$ cat src/hw/rtl/mtast_pkg.sv
// ----------------------------------------------------------------------------
// mtast_pkg: shared types and constants of the multi-turn angle tracker
// Sequencer states, register indexes, datapath widths and the control
// structs that pass between the sequencer, the divider and the window.
// ----------------------------------------------------------------------------
package mtast_pkg;

    localparam int SAMPLE_W  = 10;
    localparam int ELAPSED_W = 16;
    localparam int TURNS_W   = 16;
    localparam int ANGLE_W   = 26;
    localparam int SPD_W     = 32;
    localparam int CPT_SHIFT = 10;

    localparam int DELTA_W = ANGLE_W + 1;
    localparam int GAIN_W  = 32;
    localparam int LIM_W   = 31;
    localparam int PROD_W  = DELTA_W + GAIN_W + 1;

    localparam int DVD_W = 58;
    localparam int DVR_W = ELAPSED_W;
    localparam int CNT_W = 6;

    localparam int IN_W  = 32;
    localparam int OUT_W = 80;
    localparam int CFG_W = 32;
    localparam int IDX_W = 2;

    localparam logic [IDX_W-1:0] REG_SPEED_GAIN     = 2'd0;
    localparam logic [IDX_W-1:0] REG_SPEED_LIMIT    = 2'd1;
    localparam logic [IDX_W-1:0] REG_SPEED_DEADBAND = 2'd2;

    localparam logic [GAIN_W-1:0] GAIN_RESET     = 32'd65536;
    localparam logic [LIM_W-1:0]  LIMIT_RESET    = 31'd1966080;
    localparam logic [LIM_W-1:0]  DEADBAND_RESET = 31'd6554;

    typedef enum logic [3:0] {
        ST_IDLE,
        ST_ANGLE,
        ST_DELTA,
        ST_MULT,
        ST_SDIV_GO,
        ST_SDIV_WAIT,
        ST_SCLAMP,
        ST_PUSH,
        ST_ADIV_GO,
        ST_ADIV_WAIT,
        ST_FIN
    } state_t;

    typedef struct packed {
        logic             start;
        logic [CNT_W-1:0] iters;
    } div_req_t;

    typedef struct packed {
        logic busy;
        logic done;
    } div_stat_t;

    typedef struct packed {
        logic rd;
        logic push;
    } win_ctl_t;

endpackage

$ cat src/hw/rtl/mtast_div.sv
// ----------------------------------------------------------------------------
// mtast_div: shared restoring divider
// Unsigned divide, one quotient bit per cycle. The dividend comes in aligned
// to the top bit; after the requested number of steps the quotient sits in
// the low bits of the shift register and holds until the next start.
// ----------------------------------------------------------------------------
module mtast_div
    import mtast_pkg::*;
(
    input  logic             clk,
    input  logic             rst_n,
    input  div_req_t         req,
    input  logic [DVD_W-1:0] dividend,
    input  logic [DVR_W-1:0] divisor,
    output div_stat_t        stat,
    output logic [DVD_W-1:0] quotient
);

    logic [DVD_W-1:0] dvd_reg;
    logic [DVD_W-1:0] dvd_next;
    logic [DVR_W-1:0] rem_reg;
    logic [DVR_W-1:0] rem_next;
    logic [DVR_W-1:0] dvr_reg;
    logic [CNT_W-1:0] cnt_reg;
    logic             busy_reg;
    logic             done_reg;
    logic [DVR_W:0]   shifted;
    logic [DVR_W:0]   trial;
    logic             ge;

    always_comb
    begin
        shifted  = {rem_reg, dvd_reg[DVD_W-1]};
        ge       = shifted >= {1'b0, dvr_reg};
        trial    = shifted - {1'b0, dvr_reg};
        rem_next = ge ? trial[DVR_W-1:0] : shifted[DVR_W-1:0];
        dvd_next = {dvd_reg[DVD_W-2:0], ge};
    end

    always_ff @(posedge clk or negedge rst_n)
    begin
        if (!rst_n)
        begin
            busy_reg <= 1'b0;
            done_reg <= 1'b0;
            cnt_reg  <= '0;
        end
        else
        begin
            done_reg <= 1'b0;
            if (req.start)
            begin
                busy_reg <= 1'b1;
                cnt_reg  <= req.iters;
            end
            else if (busy_reg)
            begin
                cnt_reg <= cnt_reg - 1'b1;
                if (cnt_reg == CNT_W'(1))
                begin
                    busy_reg <= 1'b0;
                    done_reg <= 1'b1;
                end
            end
        end
    end

    always_ff @(posedge clk)
    begin
        if (req.start)
        begin
            dvd_reg <= dividend;
            rem_reg <= '0;
            dvr_reg <= divisor;
        end
        else if (busy_reg)
        begin
            dvd_reg <= dvd_next;
            rem_reg <= rem_next;
        end
    end

    assign stat.busy = busy_reg;
    assign stat.done = done_reg;
    assign quotient  = dvd_reg;

endmodule

$ cat src/hw/rtl/mtast_window.sv
// ----------------------------------------------------------------------------
// mtast_window: moving-average window
// Ring of the last accepted speeds with a running sum, a fill count and a
// write pointer. The entry under the pointer is read in the step before a push
// so that its value can leave the sum once the ring is full.
// ----------------------------------------------------------------------------
module mtast_window
    import mtast_pkg::*;
#(
    parameter int AVG_DEPTH = 8,
    parameter int SUM_W     = SPD_W + $clog2(AVG_DEPTH),
    parameter int FILL_W    = $clog2(AVG_DEPTH + 1)
)
(
    input  logic                    clk,
    input  logic                    rst_n,
    input  win_ctl_t                ctl,
    input  logic signed [SPD_W-1:0] spd,
    output logic signed [SUM_W-1:0] sum,
    output logic [FILL_W-1:0]       fill
);

    localparam int PTR_W = (AVG_DEPTH > 1) ? $clog2(AVG_DEPTH) : 1;

    logic signed [SPD_W-1:0] mem [AVG_DEPTH];
    logic signed [SPD_W-1:0] old_reg;
    logic signed [SUM_W-1:0] sum_reg;
    logic signed [SUM_W-1:0] sum_next;
    logic [FILL_W-1:0]       fill_reg;
    logic [FILL_W-1:0]       fill_next;
    logic [PTR_W-1:0]        ptr_reg;
    logic [PTR_W-1:0]        ptr_next;
    logic                    full;

    always_comb
    begin
        full      = fill_reg == FILL_W'(AVG_DEPTH);
        sum_next  = sum_reg;
        fill_next = fill_reg;
        ptr_next  = ptr_reg;
        if (ctl.push)
        begin
            if (full)
            begin
                sum_next = sum_reg + SUM_W'(spd) - SUM_W'(old_reg);
            end
            else
            begin
                sum_next  = sum_reg + SUM_W'(spd);
                fill_next = fill_reg + 1'b1;
            end
            ptr_next = (ptr_reg == PTR_W'(AVG_DEPTH - 1)) ? '0 : ptr_reg + 1'b1;
        end
    end

    always_ff @(posedge clk or negedge rst_n)
    begin
        if (!rst_n)
        begin
            sum_reg  <= '0;
            fill_reg <= '0;
            ptr_reg  <= '0;
        end
        else
        begin
            sum_reg  <= sum_next;
            fill_reg <= fill_next;
            ptr_reg  <= ptr_next;
        end
    end

    always_ff @(posedge clk)
    begin
        if (ctl.rd)
        begin
            old_reg <= mem[ptr_reg];
        end
        if (ctl.push)
        begin
            mem[ptr_reg] <= spd;
        end
    end

    assign sum  = sum_reg;
    assign fill = fill_reg;

endmodule

$ cat src/hw/rtl/multi_turn_angle_speed_tracker.sv
// ----------------------------------------------------------------------------
// multi_turn_angle_speed_tracker: multi-turn angle and averaged speed
// Items are processed one at a time: the block accepts no new item until the
// result of the last one is loaded into the output register. The sequencer
// hands work to the one shared bit-serial divider: 58 steps for the speed
// quotient, then 32 + clog2(AVG_DEPTH) steps for the window average, skipped
// while no speed has yet entered the window. The sequencer itself does the turn
// count, angle, multiply, window update, divider hand-offs and output load. A
// stalled output holds the sequencer until the previous result is taken.
// A finished result waits in the output register while the next item is
// taken. Configuration writes are applied at once and belong to idle time.
// ----------------------------------------------------------------------------
module multi_turn_angle_speed_tracker
    import mtast_pkg::*;
#(
    parameter int AVG_DEPTH = 8,
    parameter int TURN_BITS = 16
)
(
    input  logic             clk,
    input  logic             rst_n,
    input  logic             s_tvalid,
    output logic             s_tready,
    input  logic [IN_W-1:0]  s_tdata,   // sample[9:0], elapsed_us[25:10]
    output logic             m_tvalid,
    input  logic             m_tready,
    output logic [OUT_W-1:0] m_tdata,   // turns[15:0], total_angle[41:16], speed[73:42]
    input  logic             cfg_we,
    input  logic [IDX_W-1:0] cfg_index,
    input  logic [CFG_W-1:0] cfg_wdata
);

    localparam int SUM_W  = SPD_W + $clog2(AVG_DEPTH);
    localparam int FILL_W = $clog2(AVG_DEPTH + 1);
    localparam int AW     = (TURN_BITS + CPT_SHIFT + 1 > DELTA_W) ?
                            TURN_BITS + CPT_SHIFT + 1 : DELTA_W;

    localparam logic signed [TURN_BITS-1:0] TURN_MAX = {1'b0, {(TURN_BITS-1){1'b1}}};
    localparam logic signed [TURN_BITS-1:0] TURN_MIN = {1'b1, {(TURN_BITS-1){1'b0}}};
    localparam logic signed [AW-1:0] ANGLE_MAX_W =
        {{(AW-ANGLE_W+1){1'b0}}, {(ANGLE_W-1){1'b1}}};
    localparam logic signed [AW-1:0] ANGLE_MIN_W =
        {{(AW-ANGLE_W+1){1'b1}}, {(ANGLE_W-1){1'b0}}};
    localparam logic [DVD_W-1:0] POS_LIM = DVD_W'(64'h7FFF_FFFF);
    localparam logic [DVD_W-1:0] NEG_LIM = DVD_W'(64'h8000_0000);

    state_t state_reg;
    state_t state_next;

    logic [GAIN_W-1:0] gain_reg;
    logic [LIM_W-1:0]  limit_reg;
    logic [LIM_W-1:0]  deadband_reg;

    logic [2:0]                    lastq_reg;
    logic signed [TURN_BITS-1:0]   turn_reg;
    logic signed [TURN_BITS-1:0]   turn_next;
    logic [SAMPLE_W-1:0]           sample_reg;
    logic [ELAPSED_W-1:0]          elapsed_reg;
    logic signed [ANGLE_W-1:0]     total_reg;
    logic signed [ANGLE_W-1:0]     last_total_reg;
    logic signed [DELTA_W-1:0]     delta_reg;
    logic signed [PROD_W-1:0]      prod_reg;
    logic                          spd_neg_reg;
    logic signed [SPD_W-1:0]       spd_reg;
    logic                          spd_ok_reg;
    logic                          avg_neg_reg;

    logic                          m_tvalid_reg;
    logic signed [TURNS_W-1:0]     out_turns_reg;
    logic signed [ANGLE_W-1:0]     out_total_reg;
    logic signed [SPD_W-1:0]       out_speed_reg;

    logic [SAMPLE_W-1:0]    in_sample;
    logic [ELAPSED_W-1:0]   in_elapsed;
    logic [2:0]             quad;
    logic                   accept;
    logic                   out_load;

    logic signed [AW-1:0]      turn_ext;
    logic signed [AW-1:0]      angle_wide;
    logic signed [ANGLE_W-1:0] angle_clamped;
    logic signed [GAIN_W:0]    gain_s;
    logic signed [PROD_W-1:0]  prod_mag;
    logic [DVD_W-1:0]          lim_sel;
    logic [SPD_W-1:0]          spd_mag;
    logic [SUM_W-1:0]          sum_mag;
    logic [SPD_W-1:0]          avg_mag;
    logic signed [SPD_W-1:0]   speed_out;

    div_req_t               div_req;
    div_stat_t              div_stat;
    logic [DVD_W-1:0]       div_dividend;
    logic [DVR_W-1:0]       div_divisor;
    logic [DVD_W-1:0]       div_q;

    win_ctl_t                win_ctl;
    logic signed [SUM_W-1:0] win_sum;
    logic [FILL_W-1:0]       win_fill;

    mtast_div u_div
    (
        .clk      (clk),
        .rst_n    (rst_n),
        .req      (div_req),
        .dividend (div_dividend),
        .divisor  (div_divisor),
        .stat     (div_stat),
        .quotient (div_q)
    );

    mtast_window
    #(
        .AVG_DEPTH (AVG_DEPTH),
        .SUM_W     (SUM_W),
        .FILL_W    (FILL_W)
    )
    u_window
    (
        .clk   (clk),
        .rst_n (rst_n),
        .ctl   (win_ctl),
        .spd   (spd_reg),
        .sum   (win_sum),
        .fill  (win_fill)
    );

    assign in_sample  = s_tdata[SAMPLE_W-1:0];
    assign in_elapsed = s_tdata[SAMPLE_W+ELAPSED_W-1:SAMPLE_W];

    // next state
    always_comb
    begin
        state_next = state_reg;
        unique case (state_reg)
            ST_IDLE:      if (s_tvalid) state_next = ST_ANGLE;
            ST_ANGLE:     state_next = ST_DELTA;
            ST_DELTA:     state_next = ST_MULT;
            ST_MULT:      state_next = ST_SDIV_GO;
            ST_SDIV_GO:   state_next = ST_SDIV_WAIT;
            ST_SDIV_WAIT: if (div_stat.done) state_next = ST_SCLAMP;
            ST_SCLAMP:    state_next = ST_PUSH;
            ST_PUSH:      state_next = ST_ADIV_GO;
            ST_ADIV_GO:   state_next = (win_fill != '0) ? ST_ADIV_WAIT : ST_FIN;
            ST_ADIV_WAIT: if (div_stat.done) state_next = ST_FIN;
            ST_FIN:       if (out_load) state_next = ST_IDLE;
            default:      state_next = ST_IDLE;
        endcase
    end

    // sequencer outputs
    always_comb
    begin
        s_tready      = 1'b0;
        div_req.start = 1'b0;
        div_req.iters = CNT_W'(DVD_W);
        div_dividend  = prod_mag[DVD_W-1:0];
        div_divisor   = elapsed_reg;
        win_ctl.rd    = 1'b0;
        win_ctl.push  = 1'b0;
        out_load      = 1'b0;
        unique case (state_reg)
            ST_IDLE:    s_tready = 1'b1;
            ST_SDIV_GO: div_req.start = 1'b1;
            ST_SCLAMP:  win_ctl.rd = 1'b1;
            ST_PUSH:    win_ctl.push = spd_ok_reg;
            ST_ADIV_GO:
            begin
                div_req.start = win_fill != '0;
                div_req.iters = CNT_W'(SUM_W);
                div_dividend  = {sum_mag, {(DVD_W-SUM_W){1'b0}}};
                div_divisor   = DVR_W'(win_fill);
            end
            ST_FIN:     out_load = !m_tvalid_reg || m_tready;
            default:    s_tready = 1'b0;
        endcase
    end

    assign accept = s_tvalid && s_tready;

    // datapath
    always_comb
    begin
        quad      = {1'b0, in_sample[SAMPLE_W-1:SAMPLE_W-2]} + 3'd1;
        turn_next = turn_reg;
        if (quad == 3'd1 && lastq_reg == 3'd4 && turn_reg != TURN_MAX)
        begin
            turn_next = turn_reg + 1'b1;
        end
        else if (quad == 3'd4 && lastq_reg == 3'd1 && turn_reg != TURN_MIN)
        begin
            turn_next = turn_reg - 1'b1;
        end

        turn_ext   = AW'(turn_reg);
        angle_wide = (turn_ext <<< CPT_SHIFT) + $signed({{(AW-SAMPLE_W){1'b0}}, sample_reg});
        if (angle_wide > ANGLE_MAX_W)
        begin
            angle_clamped = ANGLE_MAX_W[ANGLE_W-1:0];
        end
        else if (angle_wide < ANGLE_MIN_W)
        begin
            angle_clamped = ANGLE_MIN_W[ANGLE_W-1:0];
        end
        else
        begin
            angle_clamped = angle_wide[ANGLE_W-1:0];
        end

        gain_s   = $signed({1'b0, gain_reg});
        prod_mag = prod_reg[PROD_W-1] ? -prod_reg : prod_reg;

        lim_sel = spd_neg_reg ? NEG_LIM : POS_LIM;
        spd_mag = (div_q > lim_sel) ? lim_sel[SPD_W-1:0] : div_q[SPD_W-1:0];

        sum_mag   = win_sum[SUM_W-1] ? -win_sum : win_sum;
        avg_mag   = div_q[SPD_W-1:0];
        speed_out = '0;
        if (win_fill != '0 && avg_mag > {1'b0, deadband_reg})
        begin
            speed_out = avg_neg_reg ? -avg_mag : avg_mag;
        end
    end

    always_ff @(posedge clk or negedge rst_n)
    begin
        if (!rst_n)
        begin
            state_reg      <= ST_IDLE;
            gain_reg       <= GAIN_RESET;
            limit_reg      <= LIMIT_RESET;
            deadband_reg   <= DEADBAND_RESET;
            lastq_reg      <= '0;
            turn_reg       <= '0;
            last_total_reg <= '0;
            m_tvalid_reg   <= 1'b0;
        end
        else
        begin
            state_reg <= state_next;
            if (cfg_we)
            begin
                unique case (cfg_index)
                    REG_SPEED_GAIN:     gain_reg     <= cfg_wdata;
                    REG_SPEED_LIMIT:    limit_reg    <= cfg_wdata[LIM_W-1:0];
                    REG_SPEED_DEADBAND: deadband_reg <= cfg_wdata[LIM_W-1:0];
                    default:            gain_reg     <= gain_reg;
                endcase
            end
            if (accept)
            begin
                lastq_reg <= quad;
                turn_reg  <= turn_next;
            end
            if (state_reg == ST_DELTA)
            begin
                last_total_reg <= total_reg;
            end
            if (out_load)
            begin
                m_tvalid_reg <= 1'b1;
            end
            else if (m_tready)
            begin
                m_tvalid_reg <= 1'b0;
            end
        end
    end

    always_ff @(posedge clk)
    begin
        if (accept)
        begin
            sample_reg  <= in_sample;
            elapsed_reg <= (in_elapsed == '0) ? ELAPSED_W'(1) : in_elapsed;
        end
        if (state_reg == ST_ANGLE)
        begin
            total_reg <= angle_clamped;
        end
        if (state_reg == ST_DELTA)
        begin
            delta_reg <= DELTA_W'(total_reg) - DELTA_W'(last_total_reg);
        end
        if (state_reg == ST_MULT)
        begin
            prod_reg <= delta_reg * gain_s;
        end
        if (state_reg == ST_SDIV_GO)
        begin
            spd_neg_reg <= prod_reg[PROD_W-1];
        end
        if (state_reg == ST_SCLAMP)
        begin
            spd_reg    <= spd_neg_reg ? -spd_mag : spd_mag;
            spd_ok_reg <= spd_mag < {1'b0, limit_reg};
        end
        if (state_reg == ST_ADIV_GO)
        begin
            avg_neg_reg <= win_sum[SUM_W-1];
        end
        if (out_load)
        begin
            out_turns_reg <= TURNS_W'(turn_reg);
            out_total_reg <= total_reg;
            out_speed_reg <= speed_out;
        end
    end

    assign m_tvalid = m_tvalid_reg;
    assign m_tdata  = {{(OUT_W-TURNS_W-ANGLE_W-SPD_W){1'b0}},
                       out_speed_reg, out_total_reg, out_turns_reg};

`ifndef SYNTH
    a_div_start_idle: assert property (@(posedge clk) disable iff (!rst_n)
        div_req.start |-> !div_stat.busy)
        else $error("divider restarted while busy");

    a_fill_bound: assert property (@(posedge clk) disable iff (!rst_n)
        win_fill <= FILL_W'(AVG_DEPTH))
        else $error("window fill above depth");

    a_turn_on_accept: assert property (@(posedge clk) disable iff (!rst_n)
        !$stable(turn_reg) |-> $past(s_tvalid && s_tready))
        else $error("turn count moved without an item");

    a_fin_holds: assert property (@(posedge clk) disable iff (!rst_n)
        (state_reg == ST_FIN && m_tvalid && !m_tready) |=> state_reg == ST_FIN)
        else $error("result dropped while output stalled");
`endif

endmodule
$ cat config.mk
export PLATFORM = sky130hd
export DESIGN_NAME = multi_turn_angle_speed_tracker
export DESIGN_NICKNAME = d
export VERILOG_FILES = /design/src/hw/rtl/mtast_pkg.sv /design/src/hw/rtl/mtast_div.sv /design/src/hw/rtl/mtast_window.sv /design/src/hw/rtl/multi_turn_angle_speed_tracker.sv
export SDC_FILE = /design/constraint.sdc
export NUM_CORES = 2
export LEC_CHECK = 0
export ABC_CLOCK_PERIOD_IN_PS = 8200
export BUFFER_PORTS_ARGS = -buffer_cell sky130_fd_sc_hd__buf_2
export CORE_MARGIN = 3
export CORE_UTILIZATION = 45
export DETAILED_ROUTE_END_ITERATION = 6
export HOLD_SLACK_MARGIN = 0.15
export PLACE_DENSITY = 0.68
export REMOVE_ABC_BUFFERS = 1
export SYNTH_ARGS = -nofsm -noshare
export SYNTH_HDL_FRONTEND = slang
export SYNTH_SLANG_ARGS = --single-unit
$ cat constraint.sdc
create_clock -name clk -period 8.2 [get_ports clk]
set_input_delay 1.64 -clock clk [delete_from_list [all_inputs] [get_ports clk]]
set_output_delay 1.64 -clock clk [all_outputs]
set_load 0.01 [all_outputs]
---- After elaboration in Yosys (flattened, before gate mapping) ----
Memory sizes are Yosys's and may differ from the RTL's. A register that Yosys moved wholly into a read port is not among the register bits.
Index checks and enable logic that the tools add are counted.
word-level totals
  memories kept ........................... 1
  word-level logic and storage cells ...... 140
  register bits ........................... 532
  input bits .............................. 71
  output and inout port bits .............. 82
  bits in writable memories ............... 256
operators by class
  multiply operators ...................... 1
  bitwise gates (word level) .............. 1
  mux-type cells .......................... 40
  $lt $le $gt $ge ......................... 6
  eq/ne operators ......................... 25
  reduce and logical (&&, ||, !) cells .... 21
  add/subtract/negate cells ............... 15
memory list
  memory        depth  bits a word  read ports  clocked after memory_dff  write ports  line                text
  u_window.mem  8      32           1           1                         1            mtast_window.sv:25  logic signed [SPD_W-1:0] mem [AVG_DEPTH];
operator list
  operator                 number
  $mux W58                 4
  $mux W32                 4
  $mux W35                 2
  $neg A32 Y32             2
  $mul A27 B33 Y60         1
  $gt A58 B32 Y1           1
  $neg A58 Y58             1
  $mux W16                 3
  $pmux W4 S11             1
  $add A35 B32 Y35         1
  $neg A35 Y35             1
  $sub A35 B32 Y35         1
  $gt A32 B31 Y1           1
  $lt A32 B31 Y1           1
  $ne A16 B16 Y1 const B   2
  $add A26 B11 Y27         1
  $gt A27 B26 Y1 const B   1
  $lt A27 B26 Y1 const B   1
  $sub A26 B26 Y27         1
  $mux W26                 1
  $mux W4                  5
  $ge A17 B16 Y1           1
  $add A16 B1 Y16 const B  1
  $eq A4 B3 Y1 const B     4
  other kinds (33)         67

---- Depth between registers and ports, before layout ----
  word-level depth ........................ 6
  depth in mapped cells ................... 29
  gate-level depth less buffers ........... 26

---- Cells and area by module ----
From an unflattened synthesis, not the netlist that was laid out.
unflattened totals
  cells, all modules ...................... 6982
  area total of the unflattened synthesis .. 72181.7 sq um
by module, submodules not included
  module                          area each (sq um)  cells each  times used  seq. area each (sq um)
  multi_turn_angle_speed_tracker  50744.9            5380        1           11035.6
  mtast_window                    16375.7            1186        1           9699.3
  mtast_div                       5061.1             416         1           2742.6

---- Worst setup path before layout ----
No wires, ideal clock.
  path kind ............................... reg2reg
  from .................................... register gain_reg[16]
  to ...................................... register prod_reg[56], data pin
  period minus slack after synthesis ...... 7266 ps
  data arrival time ....................... 7006 ps
  required time ........................... 7940 ps
  setup time .............................. 260 ps
  stages on the path, launching flop included .. 26
  path buffers ............................ 2
  setup slack ............................. 934 ps
  cell sequence ........................... dfstp_2 -> clkbuf_1 -> clkbuf_1 -> and2_1 -> fa_1 -> fa_1 -> inv_1 -> fa_1 -> fa_1 -> inv_1 -> fa_1 -> fa_1 -> inv_1 -> fa_1 -> inv_1 -> ha_1 -> a21oi_1 -> o21ai_0 -> a221o_1 -> a221o_1 -> a221oi_1 -> o31ai_1 -> a41oi_1 -> a21boi_0 -> o31a_1 -> xor2_1
between the ends
  cells in the longest elaborated chain, start to end .. 1
RTL lines
  what                    line                                   text
  start, declared         multi_turn_angle_speed_tracker.sv:50   logic [GAIN_W-1:0] gain_reg;
  start signal, assigned  multi_turn_angle_speed_tracker.sv:243  REG_SPEED_GAIN: gain_reg <= cfg_wdata;
  start signal, assigned  multi_turn_angle_speed_tracker.sv:246  default: gain_reg <= gain_reg;
  $mul A27 B33 Y60        multi_turn_angle_speed_tracker.sv:286  prod_reg <= delta_reg * gain_s;
  end signal, assigned    multi_turn_angle_speed_tracker.sv:286
  end, declared           multi_turn_angle_speed_tracker.sv:62   logic signed [PROD_W-1:0] prod_reg;
Every way passes these cells.
A chain may end at the register's enable or synchronous reset.

---- Final worst setup path ----
  from .................................... register delta_reg[15]
  to ...................................... register prod_reg[56], data pin
between the ends
  cells in the longest elaborated chain, start to end .. 1
RTL lines
  what                    line                                   text
  start, declared         multi_turn_angle_speed_tracker.sv:61   logic signed [DELTA_W-1:0] delta_reg;
  start signal, assigned  multi_turn_angle_speed_tracker.sv:282  delta_reg <= DELTA_W'(total_reg) - DELTA_W'(last_total_reg);
  $mul A27 B33 Y60        multi_turn_angle_speed_tracker.sv:286
Every way passes these cells.

==> results.md <==
* Status: completed
* R2R Path Start: delta_reg[15]
* Synth warnings at 0
* Max reg flops at 256
* GRT Total Usage at 21.9%
* Cell variety after synth at 87
* R2R cell count at 23
* Die ar. at 160000 µm²
* Share of async-settable or async-resettable flops after synthesis at 23.7%
* # DRC at 0
* Min cycle time layout at 7.93 ns
* Crit path kind: register to register
* Die Y at 401 µm
* CTS Sinks at 819
* Metal-1 WL at 72400 µm
* Max_cap viols at 0
* Cell Area, Synth at 70100 µm²
* CTS Buf Count at 92
* IO Port Bufs at 140
* Final hold viol count at 0
* Top-area cell type share of the netlist area at 26.1%
* Detailed Routing Iterations Pass 1 at 6
* HP Class: register to register
* Largest net degree at the start of global routing at 91
* Buf/Inv on CP at 5
* Seq cells post-synth at 819
* Total core area at 154000 µm²
* Met2 WL at 83700 µm
* Worst path slowest cell: edfxtp_1
* Count of flip-flops with a built-in enable after synthesis at 609
* CTS tree: done
* WHS Endpoint: total_reg[6]
* Cells on Worst Hold Path at 0
* NumNets Final at 8136
* Fin. max-slew vios at 0
* Primary FF master, synth: edfxtp_1
* Vias in the first global route at 51.1k
* CP Cell Sequence: buf_4 -> and2_1 -> fa_1 -> inv_1 -> fa_1 -> inv_1 -> fa_1 -> fa_1 -> fa_1 -> fa_1 -> inv_1 -> fa_1 -> inv_1 -> ha_1 -> and2_1 -> a221o_1 -> a221o_1 -> a221oi_1 -> o31ai_1 -> a41oi_1 -> a21boi_0 -> o31a_1 -> xor2_1
* Drt via density at 5.45
* Initial antenna violation count at 7
* Sequential area share after synthesis at 33.5%
* Slew @ Worst Pin at 1.12 ns
* H-tree depth at 3
* Top cells by area, synth: edfxtp_1, fa_1, ha_1
* Routed vias at 48.9k
* Final setup viols at 0
* Die Wd at 401 µm
* Worst rel slew slack at 24.5%
* Antenna Nets Post-Route at 0
* Routability Congestion at 0.919
* Initial Util at 45.4%
* RR Endpoint: prod_reg[56]
* Hold Path Origin: sample_reg[6]
* Fmax at 0.126 GHz
* Drt total wl at 174000 µm
* CP max FO at 21
* Total negative slack at 0 ns
* Row count at 144
* Top cells by count, synth: inv_1, fa_1, nand2_1
* P&R area growth vs syn at 8.74%
* DR WL/cell at 19.4 µm
* Setup slack, reg-to-reg at 0.27 ns
* Fill count at 13.6k
* Overflow after GRT at 0
* Highest routing layer actually used: met5
* Root buf cell: clkbuf_16
* CTS clock-pin slew for the worst setup and hold paths at 0.06 ns
* Clk_skew at 0.0530 ns
* Boundary Pins at 153
* First-pass GRT wire length at 282000 µm
* Worst EP arrival at 8.37 ns
* Final HPWL DP at 133000 µm
* Crit path max-delay family: adder cells
* Req. time, crit path at 8.63 ns
* Crit. End Element: register
* Share of layout cells above drive strength 1 at 8.88%
* Worst Setup Start Kind: register
* Post-synth top area cell: edfxtp_1
* RSZ-0062 raised after global routing: no
* First DRT Iteration DRCs at 3458
* DR WL met3 at 12600 µm
* Most common cell in the netlist: inv_1
* Gate count after technology mapping at 6847
* Tcrit/Tclk final at 96.8%
* Crit path top cell by count: fa_1
* Clk buf depth at 3
* Clk Latency, worst-skew pair at 0.73 ns
* CP max stage delay at 0.62 ns
* Syn_area_per_cell at 10.2 µm²
per-stage QoR:
step / instance area [µm²] / instances / hold slack, ns / setup WS, ns / util, %
after floorplan: 68500 / 6458 / 0.400 / 0.463 / -
final: 76200 / 8971 / 0.416 / 0.266 / 49.3
after detailed placement: 72900 / 8782 / 0.405 / 0.0237 / 47.2
after global placement: 72900 / 8782 / 0.400 / 0.0500 / 47.2
after global routing: 76200 / 8967 / 0.422 / 0.00341 / 49.3
after CTS: 76000 / 8954 / 0.420 / 0.0937 / 49.2
area by class of cell:
type                       instances  area (µm²)  area share [%]
inverter                        1038        3900            5.11
antenna                            5        12.5          0.0164
clock inverter                    53         646           0.847
clock buffer                     119        2470            3.25
timing repair buffer             292        1890            2.48
multi-input combinational       4601       41200            54.1
sequential                       819       23500            30.8
tap                             2044        2560            3.36
routing by layer:
| metal | global-route usage (%) | vias to the layer above |
|---|---|---|
| met3 | 3.48 | 299 |
| met4 | 7.47 | 2 |
| met2 | 36.9 | 1509 |
| met5 | 0 | - |
| li1 | - | 22600 |
| met1 | 28.9 | 24500 |
how the worst max path moves through the flow:
stage,startpoint,endpoint,slack (ns),cells after the start
after floorplan,spd_neg_reg,spd_ok_reg,0.46,20
after global placement,gain_reg[6],prod_reg[59],0.05,26
after detailed placement,gain_reg[12],prod_reg[59],0.02,24
after CTS,gain_reg[12],prod_reg[59],0.09,24
after global routing,gain_reg[5],prod_reg[57],0.003,25
final,delta_reg[15],prod_reg[56],0.27,23
cells in the final DEF (no fill, tap or decap), types with 107 or more instances in the layout:
cell,n
inv_1,1032
fa_1,754
nand2_1,745
edfxtp_1,609
ha_1,467
and2_1,401
a21oi_1,293
o21ai_0,259
nor2_1,220
dfrtp_1,176
a21o_1,162
xnor2_1,148
buf_4,148
buf_2,139
a22oi_1,137
xor2_1,123
mux2_2,107
cells by family after synthesis:
family	Yosys count	synth area share [%]
and+or+nand+nor	1814	12.8
buffers and inverters	1432	7.83
adders and majority gates	1221	29.9
AOI/OAI and AO/OA	1158	10.5
DFF	819	33.5
xor gates and xnor gates	272	3.42
muxes	130	2.05
other	1	0.00535
timing repair:
action,4_1_cts,5_1_grt
endpoints found under the setup margin,1,7
setup buffers,0,12
hold buffers,0,0
resized for setup,1,8
cloned,0,0
Power is not shown: default switching activity piles up to over one toggle a cycle in this logic, so the estimate is an artifact.
